<file path="config.mk">
export PLATFORM = sky130hd
export DESIGN_NAME = script_token_scanner_core
export DESIGN_NICKNAME = d
export VERILOG_FILES = /design/src/design/stst_pkg.sv /design/src/design/stst_front.sv /design/src/design/stst_fifo.sv /design/src/design/stst_back.sv /design/src/design/script_token_scanner_core.sv
export VERILOG_INCLUDE_DIRS = /design/src /design/src/design
export SDC_FILE = /design/constraint.sdc
export NUM_CORES = 1
export LEC_CHECK = 0
export BUFFER_PORTS_ARGS = -buffer_cell sky130_fd_sc_hd__clkbuf_2
export CAP_MARGIN = 20
export CORE_MARGIN = 5
export CORE_UTILIZATION = 40
export CTS_CLUSTER_DIAMETER = 200
export CTS_CLUSTER_SIZE = 14
export DETAILED_ROUTE_END_ITERATION = 8
export HOLD_SLACK_MARGIN = 0.15
export PLACE_DENSITY_LB_ADDON = 0.08
export SETUP_SLACK_MARGIN = 0.05
export SLEW_MARGIN = 5
export SYNTH_ARGS = -nofsm -noshare
export SYNTH_HDL_FRONTEND = slang
export SYNTH_SLANG_ARGS = --single-unit
</file>
<file path="constraint.sdc">
create_clock -name clk -period 4.3 [get_ports clk]
set_clock_uncertainty 0.1 [all_clocks]
set_input_delay 0.43 -clock clk [delete_from_list [all_inputs] [get_ports clk]]
set_output_delay 0.43 -clock clk [all_outputs]
set_load 0.01 [all_outputs]
</file>
<file path="src/design/script_token_scanner_core_assert.svh">
// Assertion macros for the script token scanner core.
// Define NO_ASSERTIONS to compile them away; no other dependencies.
`ifndef SCRIPT_TOKEN_SCANNER_CORE_ASSERT_SVH
`define SCRIPT_TOKEN_SCANNER_CORE_ASSERT_SVH

`ifndef NO_ASSERTIONS
// Same-cycle implication, sampled on clk, off while in reset.
`define STST_ASSERT_IMP(label, ante, cons) \
	label: assert property (@(posedge clk) disable iff (!arst_n) (ante) |-> (cons)) \
		else $error("scanner assertion failed");
// Next-cycle implication, sampled on clk, off while in reset.
`define STST_ASSERT_NXT(label, ante, cons) \
	label: assert property (@(posedge clk) disable iff (!arst_n) (ante) |=> (cons)) \
		else $error("scanner assertion failed");
`else
`define STST_ASSERT_IMP(label, ante, cons)
`define STST_ASSERT_NXT(label, ante, cons)
`endif

`endif

</file>
<file path="src/design/stst_pkg.sv">
// Shared types, token kind codes, character constants and classifier functions
// for the script token scanner. No dependencies.
package stst_pkg;

	localparam int KW_CHARS = 8;
	localparam int KW_COUNT = 16;

	localparam logic [5:0] KIND_EOF      = 6'd0;
	localparam logic [5:0] KIND_NEWLINE  = 6'd1;
	localparam logic [5:0] KIND_KEYWORD  = 6'd2;
	localparam logic [5:0] KIND_IDENT    = 6'd3;
	localparam logic [5:0] KIND_INT      = 6'd4;
	localparam logic [5:0] KIND_FLOAT    = 6'd5;
	localparam logic [5:0] KIND_STRING   = 6'd6;
	localparam logic [5:0] KIND_ERROR    = 6'd7;
	localparam logic [5:0] KIND_PLUS     = 6'd8;
	localparam logic [5:0] KIND_MINUS    = 6'd9;
	localparam logic [5:0] KIND_STAR     = 6'd10;
	localparam logic [5:0] KIND_SLASH    = 6'd11;
	localparam logic [5:0] KIND_ASSIGN   = 6'd12;
	localparam logic [5:0] KIND_EQ_EQ    = 6'd13;
	localparam logic [5:0] KIND_LESS     = 6'd14;
	localparam logic [5:0] KIND_LESS_EQ  = 6'd15;
	localparam logic [5:0] KIND_GREATER  = 6'd16;
	localparam logic [5:0] KIND_GREAT_EQ = 6'd17;
	localparam logic [5:0] KIND_BANG     = 6'd18;
	localparam logic [5:0] KIND_BANG_EQ  = 6'd19;
	localparam logic [5:0] KIND_AMP      = 6'd20;
	localparam logic [5:0] KIND_AMP_EQ   = 6'd21;
	localparam logic [5:0] KIND_PIPE     = 6'd22;
	localparam logic [5:0] KIND_PIPE_EQ  = 6'd23;
	localparam logic [5:0] KIND_CARET    = 6'd24;
	localparam logic [5:0] KIND_CARET_EQ = 6'd25;
	localparam logic [5:0] KIND_TILDE    = 6'd26;
	localparam logic [5:0] KIND_MOD      = 6'd27;
	localparam logic [5:0] KIND_MOD_EQ   = 6'd28;
	localparam logic [5:0] KIND_COLON    = 6'd29;
	localparam logic [5:0] KIND_COMMA    = 6'd30;
	localparam logic [5:0] KIND_LPAREN   = 6'd31;
	localparam logic [5:0] KIND_RPAREN   = 6'd32;
	localparam logic [5:0] KIND_LBRACE   = 6'd33;
	localparam logic [5:0] KIND_RBRACE   = 6'd34;
	localparam logic [5:0] KIND_DOT      = 6'd35;

	localparam logic [7:0] CH_TAB   = 8'h09;
	localparam logic [7:0] CH_LF    = 8'h0A;
	localparam logic [7:0] CH_CR    = 8'h0D;
	localparam logic [7:0] CH_SPACE = 8'h20;
	localparam logic [7:0] CH_DQ    = 8'h22;
	localparam logic [7:0] CH_SQ    = 8'h27;
	localparam logic [7:0] CH_DOT   = 8'h2E;
	localparam logic [7:0] CH_EQ    = 8'h3D;
	localparam logic [7:0] CH_US    = 8'h5F;

	localparam logic [15:0] LEN_MAX = 16'hFFFF;

	// Keywords packed first byte highest, right aligned.
	localparam logic [63:0] KW_WORD [KW_COUNT] = '{
		64'h646566,           64'h7072696e74,   64'h72657475726e, 64'h7768696c65,
		64'h627265616b,       64'h636f6e74696e7565, 64'h6966,     64'h656c6966,
		64'h656c7365,         64'h54727565,     64'h46616c7365,   64'h4e6f6e65,
		64'h616e64,           64'h6f72,         64'h6e6f74,       64'h70617373
	};
	localparam logic [3:0] KW_LEN [KW_COUNT] = '{
		4'd3, 4'd5, 4'd6, 4'd5, 4'd5, 4'd8, 4'd2, 4'd4,
		4'd4, 4'd4, 4'd5, 4'd4, 4'd3, 4'd2, 4'd3, 4'd4
	};

	typedef struct packed {
		logic [5:0]  kind;
		logic [15:0] start;
		logic [15:0] len;
	} token_t;

	// One queue entry: every token caused by one input item.
	typedef struct packed {
		token_t tok0;
		token_t tok1;
		logic   two;
	} entry_t;

	function automatic logic is_alpha(input logic [7:0] c);
		return (c >= "a" && c <= "z") || (c >= "A" && c <= "Z");
	endfunction

	function automatic logic is_digit(input logic [7:0] c);
		return c >= "0" && c <= "9";
	endfunction

	function automatic logic is_op_char(input logic [7:0] c);
		logic r;
		case (c)
			"+", "-", "*", "/", "=", "<", ">", "!", "&", "|", "^", "~", "%", ":",
			",", "(", ")", "{", "}", "[", "]", CH_DOT, CH_LF, CH_CR: r = 1'b1;
			default: r = 1'b0;
		endcase
		return r;
	endfunction

	function automatic logic kw_match(input logic [63:0] win, input logic [15:0] len);
		logic hit;
		hit = 1'b0;
		for (int i = 0; i < KW_COUNT; i++) begin
			if (win == KW_WORD[i] && len == {12'd0, KW_LEN[i]})
				hit = 1'b1;
		end
		return hit;
	endfunction

	// Kind of an operator run from its first byte and whether its second byte is '='.
	function automatic logic [5:0] op_kind(input logic [15:0] head, input logic two_plus);
		logic       eq;
		logic [5:0] k;
		eq = two_plus && head[7:0] == CH_EQ;
		unique case (head[15:8])
			"+": k = KIND_PLUS;
			"-": k = KIND_MINUS;
			"*": k = KIND_STAR;
			"/": k = KIND_SLASH;
			"=": k = eq ? KIND_EQ_EQ : KIND_ASSIGN;
			"<": k = eq ? KIND_LESS_EQ : KIND_LESS;
			">": k = eq ? KIND_GREAT_EQ : KIND_GREATER;
			"!": k = eq ? KIND_BANG_EQ : KIND_BANG;
			"&": k = eq ? KIND_AMP_EQ : KIND_AMP;
			"|": k = eq ? KIND_PIPE_EQ : KIND_PIPE;
			"^": k = eq ? KIND_CARET_EQ : KIND_CARET;
			"~": k = KIND_TILDE;
			"%": k = eq ? KIND_MOD_EQ : KIND_MOD;
			":": k = KIND_COLON;
			",": k = KIND_COMMA;
			"(": k = KIND_LPAREN;
			")": k = KIND_RPAREN;
			"{", "[": k = KIND_LBRACE;
			"}", "]": k = KIND_RBRACE;
			CH_DOT: k = KIND_DOT;
			CH_LF, CH_CR: k = KIND_NEWLINE;
			default: k = KIND_ERROR;
		endcase
		return k;
	endfunction

endpackage

</file>
<file path="src/design/stst_front.sv">
// Front end of the script token scanner: scanner state and per-byte classification.
// Produces one queue entry per item that yields tokens. Depends on stst_pkg.
module stst_front #(
	parameter int POS_BITS = 16
) (
	input  logic            clk,
	input  logic            arst_n,
	input  logic            accept,
	input  logic            op,
	input  logic [7:0]      ch,
	output logic            push,
	output stst_pkg::entry_t entry
);
	import stst_pkg::*;

	localparam int PW = (POS_BITS > 16) ? POS_BITS : 16;

	typedef enum logic [5:0] {
		MODE_IDLE   = 6'b000001,
		MODE_IDENT  = 6'b000010,
		MODE_NUMBER = 6'b000100,
		MODE_DSTR   = 6'b001000,
		MODE_SSTR   = 6'b010000,
		MODE_OPRUN  = 6'b100000
	} mode_t;

	mode_t               mode_q, mode_d;
	logic [POS_BITS-1:0] pos_q, pos_d, start_q, start_d;
	logic [63:0]         win_q, win_d;
	logic                long_q, long_d, dot_q, dot_d;
	logic [15:0]         head_q, head_d, cnt_q, cnt_d, cnt_inc;
	logic [PW-1:0]       pos_w, start_w;
	logic [5:0]          fl_kind;
	token_t              a_tok, b_tok;
	logic                a_ok, b_ok, fresh;
	logic                c_alpha, c_digit, c_dot, c_us;

	assign pos_w   = PW'(pos_q);
	assign start_w = PW'(start_q);
	assign cnt_inc = (cnt_q == LEN_MAX) ? cnt_q : cnt_q + 16'd1;
	assign c_alpha = is_alpha(ch);
	assign c_digit = is_digit(ch);
	assign c_dot   = ch == CH_DOT;
	assign c_us    = ch == CH_US;

	// Kind of the pending token if it ends here.
	always_comb begin
		unique case (mode_q)
			MODE_IDENT:  fl_kind = (!long_q && kw_match(win_q, cnt_q)) ? KIND_KEYWORD
				: KIND_IDENT;
			MODE_NUMBER: fl_kind = dot_q ? KIND_FLOAT : KIND_INT;
			MODE_OPRUN:  fl_kind = op_kind(head_q, cnt_q >= 16'd2);
			MODE_DSTR, MODE_SSTR: fl_kind = KIND_ERROR;
			MODE_IDLE:   fl_kind = KIND_EOF;
			default:     fl_kind = KIND_EOF;
		endcase
	end

	always_comb begin
		mode_d  = mode_q;
		pos_d   = pos_q;
		start_d = start_q;
		win_d   = win_q;
		long_d  = long_q;
		dot_d   = dot_q;
		head_d  = head_q;
		cnt_d   = cnt_q;
		a_ok    = 1'b0;
		b_ok    = 1'b0;
		fresh   = 1'b0;
		a_tok   = '{kind: fl_kind, start: start_w[15:0], len: cnt_q};
		b_tok   = '{kind: KIND_NEWLINE, start: pos_w[15:0], len: 16'd1};
		if (op) begin
			// flush, then end of file, then back to reset state
			a_ok    = mode_q != MODE_IDLE;
			b_ok    = 1'b1;
			b_tok   = '{kind: KIND_EOF, start: pos_w[15:0], len: 16'd0};
			mode_d  = MODE_IDLE;
			pos_d   = '0;
			start_d = '0;
			win_d   = '0;
			long_d  = 1'b0;
			dot_d   = 1'b0;
			head_d  = '0;
			cnt_d   = '0;
		end else begin
			pos_d = pos_q + POS_BITS'(1);
			unique case (mode_q)
				MODE_IDENT: begin
					if (c_alpha || c_digit || c_us) begin
						if (cnt_q < 16'(KW_CHARS))
							win_d = {win_q[55:0], ch};
						else
							long_d = 1'b1;
						cnt_d = cnt_inc;
					end else begin
						fresh = 1'b1;
					end
				end
				MODE_NUMBER: begin
					if (c_digit || c_dot) begin
						dot_d = dot_q | c_dot;
						cnt_d = cnt_inc;
					end else begin
						fresh = 1'b1;
					end
				end
				MODE_DSTR, MODE_SSTR: begin
					if ((mode_q == MODE_DSTR && ch == CH_DQ) ||
					    (mode_q == MODE_SSTR && ch == CH_SQ)) begin
						a_ok   = 1'b1;
						a_tok  = '{kind: KIND_STRING, start: start_w[15:0], len: cnt_q};
						mode_d = MODE_IDLE;
					end else begin
						cnt_d = cnt_inc;
					end
				end
				MODE_OPRUN: begin
					if (is_op_char(ch)) begin
						if (cnt_q == 16'd1)
							head_d[7:0] = ch;
						cnt_d = cnt_inc;
					end else begin
						fresh = 1'b1;
					end
				end
				MODE_IDLE: fresh = 1'b1;
				default:   fresh = 1'b1;
			endcase
			if (fresh) begin
				// drop the pending token into the queue and rescan this byte
				a_ok   = mode_q != MODE_IDLE;
				mode_d = MODE_IDLE;
				if (ch == CH_SPACE || ch == CH_TAB) begin
					mode_d = MODE_IDLE;
				end else if (ch == CH_LF || ch == CH_CR) begin
					b_ok = 1'b1;
				end else begin
					start_d = pos_q;
					win_d   = '0;
					long_d  = 1'b0;
					dot_d   = 1'b0;
					head_d  = '0;
					cnt_d   = 16'd1;
					if (c_alpha || c_us) begin
						mode_d = MODE_IDENT;
						win_d  = {56'd0, ch};
					end else if (c_digit || c_dot) begin
						mode_d = MODE_NUMBER;
						dot_d  = c_dot;
					end else if (ch == CH_DQ || ch == CH_SQ) begin
						mode_d  = (ch == CH_DQ) ? MODE_DSTR : MODE_SSTR;
						start_d = pos_q + POS_BITS'(1);
						cnt_d   = 16'd0;
					end else begin
						mode_d = MODE_OPRUN;
						head_d = {ch, 8'h00};
					end
				end
			end
		end
	end

	assign push       = accept && (a_ok || b_ok);
	assign entry.tok0 = a_ok ? a_tok : b_tok;
	assign entry.tok1 = b_tok;
	assign entry.two  = a_ok && b_ok;

	always_ff @(posedge clk or negedge arst_n) begin
		if (!arst_n) begin
			mode_q  <= MODE_IDLE;
			pos_q   <= '0;
			start_q <= '0;
			win_q   <= '0;
			long_q  <= 1'b0;
			dot_q   <= 1'b0;
			head_q  <= '0;
			cnt_q   <= '0;
		end else if (accept) begin
			mode_q  <= mode_d;
			pos_q   <= pos_d;
			start_q <= start_d;
			win_q   <= win_d;
			long_q  <= long_d;
			dot_q   <= dot_d;
			head_q  <= head_d;
			cnt_q   <= cnt_d;
		end
	end

endmodule

</file>
<file path="src/design/stst_fifo.sv">
// Short queue of token entries between the scanner front and back ends.
// Depends on stst_pkg for the entry type.
module stst_fifo #(
	parameter int DEPTH = 4
) (
	input  logic             clk,
	input  logic             arst_n,
	input  logic             push,
	input  stst_pkg::entry_t push_data,
	input  logic             pop,
	output stst_pkg::entry_t head,
	output logic             empty,
	output logic             full
);
	import stst_pkg::*;

	localparam int AW = (DEPTH > 1) ? $clog2(DEPTH) : 1;
	localparam int CW = $clog2(DEPTH + 1);

	entry_t        slot_q [DEPTH];
	logic [AW-1:0] wr_q, rd_q;
	logic [CW-1:0] count_q;
	logic          do_push, do_pop;

	assign empty   = count_q == '0;
	assign full    = count_q == CW'(DEPTH);
	assign head    = slot_q[rd_q];
	assign do_push = push && !full;
	assign do_pop  = pop && !empty;

	always_ff @(posedge clk) begin
		if (do_push)
			slot_q[wr_q] <= push_data;
	end

	always_ff @(posedge clk or negedge arst_n) begin
		if (!arst_n) begin
			wr_q    <= '0;
			rd_q    <= '0;
			count_q <= '0;
		end else begin
			if (do_push)
				wr_q <= (wr_q == AW'(DEPTH - 1)) ? '0 : wr_q + AW'(1);
			if (do_pop)
				rd_q <= (rd_q == AW'(DEPTH - 1)) ? '0 : rd_q + AW'(1);
			if (do_push && !do_pop)
				count_q <= count_q + CW'(1);
			else if (do_pop && !do_push)
				count_q <= count_q - CW'(1);
		end
	end

endmodule

</file>
<file path="src/design/stst_back.sv">
// Back end of the script token scanner: splits queue entries into single tokens
// and holds them in the output register. Depends on stst_pkg.
module stst_back (
	input  logic             clk,
	input  logic             arst_n,
	input  stst_pkg::entry_t head,
	input  logic             empty,
	output logic             pop,
	input  logic             out_stall,
	output logic             out_valid,
	output logic [5:0]       token_kind,
	output logic [15:0]      start_pos,
	output logic [15:0]      lexeme_len,
	output logic             last_of_run
);
	import stst_pkg::*;

	logic   valid_q, phase_q, last_q;
	token_t tok_q, sel;
	logic   load, take, sel_last;

	assign load     = !valid_q || !out_stall;
	assign take     = load && !empty;
	assign sel      = phase_q ? head.tok1 : head.tok0;
	assign sel_last = phase_q || !head.two;
	assign pop      = take && sel_last;

	always_ff @(posedge clk or negedge arst_n) begin
		if (!arst_n) begin
			valid_q <= 1'b0;
			phase_q <= 1'b0;
		end else begin
			if (load)
				valid_q <= !empty;
			if (take)
				phase_q <= !sel_last;
		end
	end

	always_ff @(posedge clk) begin
		if (take) begin
			tok_q  <= sel;
			last_q <= sel_last;
		end
	end

	assign out_valid   = valid_q;
	assign token_kind  = tok_q.kind;
	assign start_pos   = tok_q.start;
	assign lexeme_len  = tok_q.len;
	assign last_of_run = last_q;

endmodule

</file>
<file path="src/design/script_token_scanner_core.sv">
// Script token scanner core: one source byte or end-of-input mark per item, tokens out.
// A token passes from its accepted item through a queue entry into the output register.
// Throughput: one item per cycle while the queue has room; the output port moves one token
// per cycle unless stalled; two-token items go out in turn (queue absorbs the burst).
// Reset (arst_n low, asynchronous): scanner idle at position 0, queue and output empty.
// Depends on stst_pkg, stst_front, stst_fifo, stst_back and the assertion header.
`include "script_token_scanner_core_assert.svh"

module script_token_scanner_core #(
	parameter int POS_BITS   = 16,
	parameter int FIFO_DEPTH = 4
) (
	input  logic        clk,
	input  logic        arst_n,
	input  logic        in_valid,
	output logic        in_stall,
	input  logic        op,
	input  logic [7:0]  ch,
	output logic        out_valid,
	input  logic        out_stall,
	output logic [5:0]  token_kind,
	output logic [15:0] start_pos,
	output logic [15:0] lexeme_len,
	output logic        last_of_run
);
	import stst_pkg::*;

	logic   accept;
	logic   q_push, q_pop, q_empty, q_full;
	entry_t q_in, q_head;

	// Hold the input whenever the queue has no room; the front end then
	// keeps its state and the item waits on the port.
	assign in_stall = q_full;
	assign accept   = in_valid && !in_stall;

	// Front: scanner state, classification of each byte, up to two tokens
	// per item packed into a single queue entry.
	stst_front #(
		.POS_BITS(POS_BITS)
	) u_front (
		.clk    (clk),
		.arst_n (arst_n),
		.accept (accept),
		.op     (op),
		.ch     (ch),
		.push   (q_push),
		.entry  (q_in)
	);

	// Queue: decouples the scanner from a stalled consumer.
	stst_fifo #(
		.DEPTH(FIFO_DEPTH)
	) u_fifo (
		.clk       (clk),
		.arst_n    (arst_n),
		.push      (q_push),
		.push_data (q_in),
		.pop       (q_pop),
		.head      (q_head),
		.empty     (q_empty),
		.full      (q_full)
	);

	// Back: advance through the tokens of each entry, one per cycle unless stalled, and
	// mark the final one of each item.
	stst_back u_back (
		.clk         (clk),
		.arst_n      (arst_n),
		.head        (q_head),
		.empty       (q_empty),
		.pop         (q_pop),
		.out_stall   (out_stall),
		.out_valid   (out_valid),
		.token_kind  (token_kind),
		.start_pos   (start_pos),
		.lexeme_len  (lexeme_len),
		.last_of_run (last_of_run)
	);

	// The front end never writes into a full queue.
	`STST_ASSERT_IMP(a_no_push_when_full, q_push, !q_full)
	// The second token of an item follows straight after the first is taken.
	`STST_ASSERT_NXT(a_run_continues, out_valid && !out_stall && !last_of_run, out_valid)
	// End of input always leaves at least its end-of-file token in flight.
	`STST_ASSERT_NXT(a_eof_in_flight, accept && op, out_valid || !q_empty)

endmodule
</file>
==> Yosys cells after proc, flatten, opt, wreduce, memory -nomap -nowiden <==
Memory sizes are Yosys's and may differ from the RTL's.
Cells that the tools add are included.
{ "classes": {"n_bitwise": 1, "muxes": 121, "addsub": 6, "n_reduce_logical": 65, "n_eq_ne": 89, "n_lt_le_gt_ge": 8} }
{ "ops": {"columns": ["operator", "n"], "rows": [
  ["$mux W64", 7],
  ["$mux W16", 26],
  ["$eq A64 B31 Y1 const B", 5],
  ["$eq A8 B6 Y1 const B", 34],
  ["$eq A64 B39 Y1 const B", 4],
  ["$eq A64 B23 Y1 const B", 3],
  ["$mux W38", 5],
  ["$eq A64 B15 Y1 const B", 2],
  ["$pmux W6 S21", 1],
  ["$eq A8 B7 Y1 const B", 15],
  ["$eq A64 B47 Y1 const B", 1],
  ["$eq A64 B63 Y1 const B", 1],
  ["$pmux W16 S4", 1],
  ["$mux W1", 59],
  ["$mux W6", 9],
  ["$eq A16 B3 Y1 const B", 3],
  ["$eq A8 B4 Y1 const B", 5],
  ["$mux W33", 1],
  ["$add A16 B1 Y16 const B", 2],
  ["$eq A16 B2 Y1 const B", 2],
  ["$logic_and A1 B1 Y1", 32],
  ["$mux W8", 4],
  ["$pmux W6 S4", 1],
  ["$reduce_or A24 Y1", 1],
  ["other kinds (34)", 66]
]} }
{ "word_totals": {"ff_bits": 184, "mem_bits_rw": 288, "n_memories": 1, "output_inout_bits": 41, "input_bits": 13} }
{ "mem_list": {"columns": ["name", "words", "word_bits", "rd", "rd_ports_with_merged_regs", "write_ports", "line", "source"], "rows": [
  ["u_fifo.slot_q", 4, 72, 1, 0, 1, "stst_fifo.sv:20", "entry_t slot_q [DEPTH];"]
]} }

==> Longest topological paths before layout <==
{ "logic_depth": {"ltp_word": 26, "ltp_mapped": 15} }

==> Modules after synthesis <==
From an unflattened synthesis, not the netlist that was laid out.
{ "hier_totals": {"cells_unflattened": 1491, "hier_area_um2": 22069.9} }
{ "modules_own_cells": {"columns": ["mod", "area_each_um2", "n_inst", "cells_per_inst"], "rows": [
  ["stst_fifo", 11556.1, 1, 440],
  ["stst_front", 8774.7, 1, 960],
  ["stst_back", 1725.4, 1, 90],
  ["script_token_scanner_core", 13.8, 1, 1]
]} }

==> Least setup slack after synthesis <==
OpenSTA, ideal clock, no wires.
{ "synth_path": {"path_type": "reg2reg", "start": "reg u_fifo.count_q[0]", "end": "reg u_fifo.count_q[1]", "required_ns": 4.075, "setup_slack_ns": 0.105, "path_stages_with_launch": 8, "t_arrival_ns": 3.970, "path_buffers": 0, "path_cell_list": "dfrtp_1 > nor3_1 > a21oi_1 > nand2_1 > ha_1 > inv_1 > fa_1 > mux2_2"} }
{ "synth_between": {"elab_chain_cells": 8} }
{ "synth_rtl": {"columns": ["item", "line", "source"], "rows": [
  ["start: declaration", "stst_fifo.sv:22", "logic [CW-1:0] count_q;"],
  ["start signal: assignment", "stst_fifo.sv:47", "count_q <= count_q + CW'(1);"],
  ["start signal: assignment", "stst_fifo.sv:49", "count_q <= count_q - CW'(1);"],
  ["$logic_not A3 Y1 *", "stst_fifo.sv:25", "assign empty = count_q == '0;"],
  ["$logic_not A1 Y1 *", "stst_back.sv:23", "assign take = load && !empty;"],
  ["$logic_and A1 B1 Y1 *", "stst_back.sv:23", null],
  ["named net u_back.take", "stst_back.sv:20", "logic load, take, sel_last;"],
  ["$logic_and A1 B1 Y1 *", "stst_back.sv:26", "assign pop = take && sel_last;"],
  ["$logic_and A1 B1 Y1 *", "stst_fifo.sv:29", "assign do_pop = pop && !empty;"],
  ["$logic_not A1 Y1", "stst_fifo.sv:46", "if (do_push && !do_pop)"],
  ["$logic_and A1 B1 Y1", "stst_fifo.sv:46", null],
  ["$mux W3 / $reduce_bool A2 Y1 (equally long branches)", null, null]
]} }
Mark *: on every way through the listed nets, which the timed path passes. The rest lies on a longest branch. The select of a mux whose other input is x is not followed.
A chain may end at the register's enable or synchronous reset.

==> Final worst setup path <==
{ "layout_path": {"start": "in ch[6]", "end": "reg u_fifo.count_q[1]"} }
{ "layout_between": {"elab_chain_cells": 16} }
{ "layout_rtl": {"columns": ["item", "line", "source"], "rows": [
  ["start: declaration", "script_token_scanner_core.sv:18", "input logic [7:0] ch,"],
  ["$eq A8 B6 Y1 (tied with other cells)", "stst_pkg.sv:92", "case (c)"],
  ["$reduce_or A24 Y1 / $logic_and A1 B1 Y1 (equally long branches)", "stst_pkg.sv:92, stst_pkg.sv:83", null],
  ["$mux W1 / $logic_or A1 B1 Y1 (equally long branches)", "stst_pkg.sv:92, stst_pkg.sv:83", null],
  ["$mux W1 / $logic_or A1 B1 Y1 (equally long branches)", "stst_front.sv:88, stst_front.sv:90", null],
  ["$mux W1 / $logic_or A1 B1 Y1 (equally long branches)", "stst_front.sv:73, stst_front.sv:90", null],
  ["$mux W1 (on tied branches)", "stst_front.sv:119, stst_front.sv:90", null],
  ["$pmux W1 S4", "stst_front.sv:88", "unique case (mode_q)"],
  ["$mux W1", "stst_front.sv:73", "if (op) begin"],
  ["$mux W1", "stst_front.sv:130", "if (fresh) begin"],
  ["$mux W1", "stst_front.sv:73", null],
  ["$logic_or A1 B1 Y1 *", "stst_front.sv:164", "assign push = accept && (a_ok || b_ok);"],
  ["$logic_and A1 B1 Y1 *", "stst_front.sv:164", null],
  ["$logic_and A1 B1 Y1 *", "stst_fifo.sv:28", "assign do_push = push && !full;"],
  ["named net u_fifo.do_push", "stst_fifo.sv:23", "logic do_push, do_pop;"],
  ["$logic_not A1 Y1", "stst_fifo.sv:48", "else if (do_pop && !do_push)"],
  ["$logic_and A1 B1 Y1", "stst_fifo.sv:48", null],
  ["$reduce_bool A2 Y1 (no line)", null, null]
]} }
Marked as above.

==> results.cfg <==
[timing]
fin_crit_sh_pct = 89.62
fin_crit_ns = 3.854
maxSlewViolCount = 0
max-slew-margin-rel_pct = 37.32
tightest_slew_ns = 0.9271
finalHoldViolCount = 0
setup_viol = 0
tns_ns = 0
max_freq_ghz = 0.2595
rsz0062_at_grt = no

[drt]
wl_met1_mm = 20.29
wl_per_cell_um = 21.69
vias_per_cell = 5.691
drc = 0
dr_wl_met3_mm = 1.941
wl_mm = 43.21
top_layer_used = met4
drtAntennaViolNets = 0
via_count = 11340
dr.pass1.iters = 5
drt_first_iter_violations = 891
dr_wl_met2_mm = 20.15

[grt]
antenna_found_initial = 0
grt_pass1_wl_mm = 68.46
grt_overflow_total = 0
grt_max_degree = 88
grt_pass1_vias = 11310
grt_usage_pct = 17.25

[die]
die_h_um = 224.5
die_x_um = 224.5
rows = 78
dieArea_sq_mm = 0.05041
start_util_pct = 40.47
floorplan.core_area_sq_mm = 0.04548
ios = 54

[synth]
synth_seq_cells = 408
synth_enable_flop_cells = 263
netlist_area_sq_mm = 0.01841
synth-main-ff-cell = edfxtp_1
synthCells = 1325
yosysUniqueCellTypes = 83
synth_nets = 1350
yosysWarnings = 0
syn_area_per_cell_sq_um = 13.89
async_reset_ff_share_pct = 35.54
yosysSeqAreaShare_pct = 62.63

[place]
numPortBuffers = 53
gp_congestion = 0.8227
dp_hpwl_mm = 27.76

[worst_setup_path]
worstRegToRegCells = 12
cp.required_ns = 4.64
timing.rr.start = u_front.mode_q[3]
worstSetupStartpointType = primary input
worst-setup-path-type = primary input to register
worstSetupEndpointType = register
r2r-end = u_fifo.count_q[1]
cp_max_fo = 7
cp_data_arrival_time_ns = 4.19
r2r_slack_ns = 0.61

[power_and_ir_drop]
p_switching_uw = 3865
finalPower_uw = 12270
p_int_uw = 8401
ir_drop_v = 0.0003363
pwr-share-comb_pct = 27.9
p_leak_uw = 0.007391
seqPwrFrac_pct = 47.8
powerDensity_mw_per_mm2 = 599.4
clkPwrFrac_pct = 24.3
switching_share_pct = 31.51

[min_path]
hold_start = ch[4]
hp-class = primary input to register
hold_end = u_front.head_q[4]
hold_depth = 2

[run_status]
outcome = finished, final reports clean

[clock_network]
clk_latency_ns = 0.56
post-cts-setup-buffers = 0
cts_tree = yes
htree_num_levels = 2
cts_buffers = 35
clk_pin_slew_ns = 0.07
cts_root_buf = clkbuf_16
clock_sinks = 408
cts_buffer_depth = 3

[final_layout]
area_delta_synth_final_pct = 11.18
drive_gt1_share_pct = 17.53
antenna-diode-count = 0
finish.net_count = 1394

[job]
cap_violations = 0
cells by family (layout without fill, tap and decap cells):
group	count (synthesis)	after routing	share of synthesized area, %
flip-flops	408	408	62.63
multiplexers	98	98	9.381
AND/OR/NAND/NOR	418	418	12.80
buffers and inverters	104	171	2.631
AO/OA/AOI/OAI	261	261	10.56
XOR/XNOR	24	24	1.142
adder cells (fa/ha/maj)	12	12	0.8565
worst max-delay path by stage:
stage	from	to	slack (ns)	cells after the start
5_1_grt	u_front.head_q[12]	u_fifo.slot_q[2][67]	0.25	8
3_3_place_gp	ch[1]	u_fifo.count_q[2]	0.37	14
6_report	ch[6]	u_fifo.count_q[1]	0.45	13
4_1_cts	ch[6]	u_fifo.count_q[1]	0.52	13
2_1_floorplan	u_fifo.count_q[0]	u_fifo.count_q[1]	0.11	7
3_5_place_dp	ch[1]	u_fifo.count_q[2]	0.25	14
layer usage:
metal	global-route usage, %	vias to the layer above
met1	25.35	5775
met4	3.673	0
met2	27.14	238
met5	0	-
met3	3.158	58
li1	-	5265
repair_timing:
action / in CTS / in global routing
hold buffers: 5 / 0
setup endpoints to repair: 0 / 0
resized for setup: 0 / 0
hold endpoints to repair: 93 / 0
power groups by stage:
stage	logic (uW)	clock network (uW)	registers, uW
3_5_place_dp	3520	0	5960
2_1_floorplan	2390	0	5830
4_1_cts	3540	3090	5880
3_3_place_gp	3500	0	5940
6_report	3420	2980	5860
5_1_grt	3790	3260	5970
synthesized netlist by cell type, drive strengths merged (21+ instances only):
master	count	area, sq um
edfxtp	263	7898
dfrtp	144	3603
nand2	86	322.8
a22o	80	700.7
nor2	70	262.8
mux4	56	1261
o21ai	47	250.3
clkbuf	46	172.7
nor2b	42	262.8
buf	37	232.7
mux2	36	405.4
nor3	34	175.2
a21oi	33	168.9
and2	27	168.9
nand3	25	125.1
nand4	23	143.9
inv	21	78.82
worst max-delay path, cell delays in order:
cell           delay, ns
dlygate4sd3_1       0.53
clkbuf_2            0.18
nor2_1              0.17
nand2_1             0.15
o311ai_1            0.54
o31ai_1             0.26
nor3_1              0.51
a21o_1              0.33
nor2_1              0.13
ha_1                0.22
inv_1               0.08
fa_1                0.38
mux2_2              0.26
layout by cell type (no fill, tap or decap), types with 16 or more instances in the layout:
master       n
xnor2_1     18
clkbuf_2    52
a21oi_1     31
nor2_1      70
inv_1       20
and2_1      23
mux2_2      36
nand4_1     23
dfrtp_1    141
nor2b_1     42
o31ai_1     16
o21ai_0     42
nand2_1     86
mux4_2      56
buf_4       25
nor4_1      18
nand3_1     25
clkbuf_1    21
edfxtp_1   263
clkbuf_16   35
a22o_1      80
nor3_1      33
through the flow:
stage	setup WS, ns	cell area [sq um]	hold slack, ns	cells	util (%)
after floorplan	0.1053	18410	0.03441	1325	-
after global placement	0.3732	19390	0.3579	1927	42.63
after detailed placement	0.2486	19390	0.3622	1927	42.63
after CTS	0.5180	20460	0.1513	1992	45.00
after global routing	0.2476	20460	0.1683	1992	45.00
final	0.4463	20460	0.1836	1992	45.00
area by class of cell:
type | instances | area (sq um)
fillers | 4171 | 25010
flip-flops and latches | 408 | 11530
multi-input cells | 813 | 6426
clock buffers | 56 | 954.7
well taps | 600 | 750.7
repair buffers | 90 | 649.4
inverters | 21 | 78.83
clock inverters | 4 | 71.32
state kept, by name, summed over array words and instances (netlist names):
| register | flops |
|---|---|
| u_back.last_of_run | 1 |
| u_back.lexeme_len | 16 |
| u_back.out_valid | 1 |
| u_back.phase_q | 1 |
| u_back.start_pos | 16 |
| u_back.token_kind | 6 |
| u_fifo.count_q | 3 |
| u_fifo.rd_q | 2 |
| u_fifo.slot_q | 224 |
| u_fifo.wr_q | 2 |
| u_front.cnt_q | 16 |
| u_front.dot_q | 1 |
| u_front.head_q | 16 |
| u_front.long_q | 1 |
| u_front.mode_q | 6 |
| u_front.pos_q | 16 |
| u_front.start_q | 16 |
| u_front.win_q | 64 |
No activity file was read; power rests on OpenSTA's default activity.
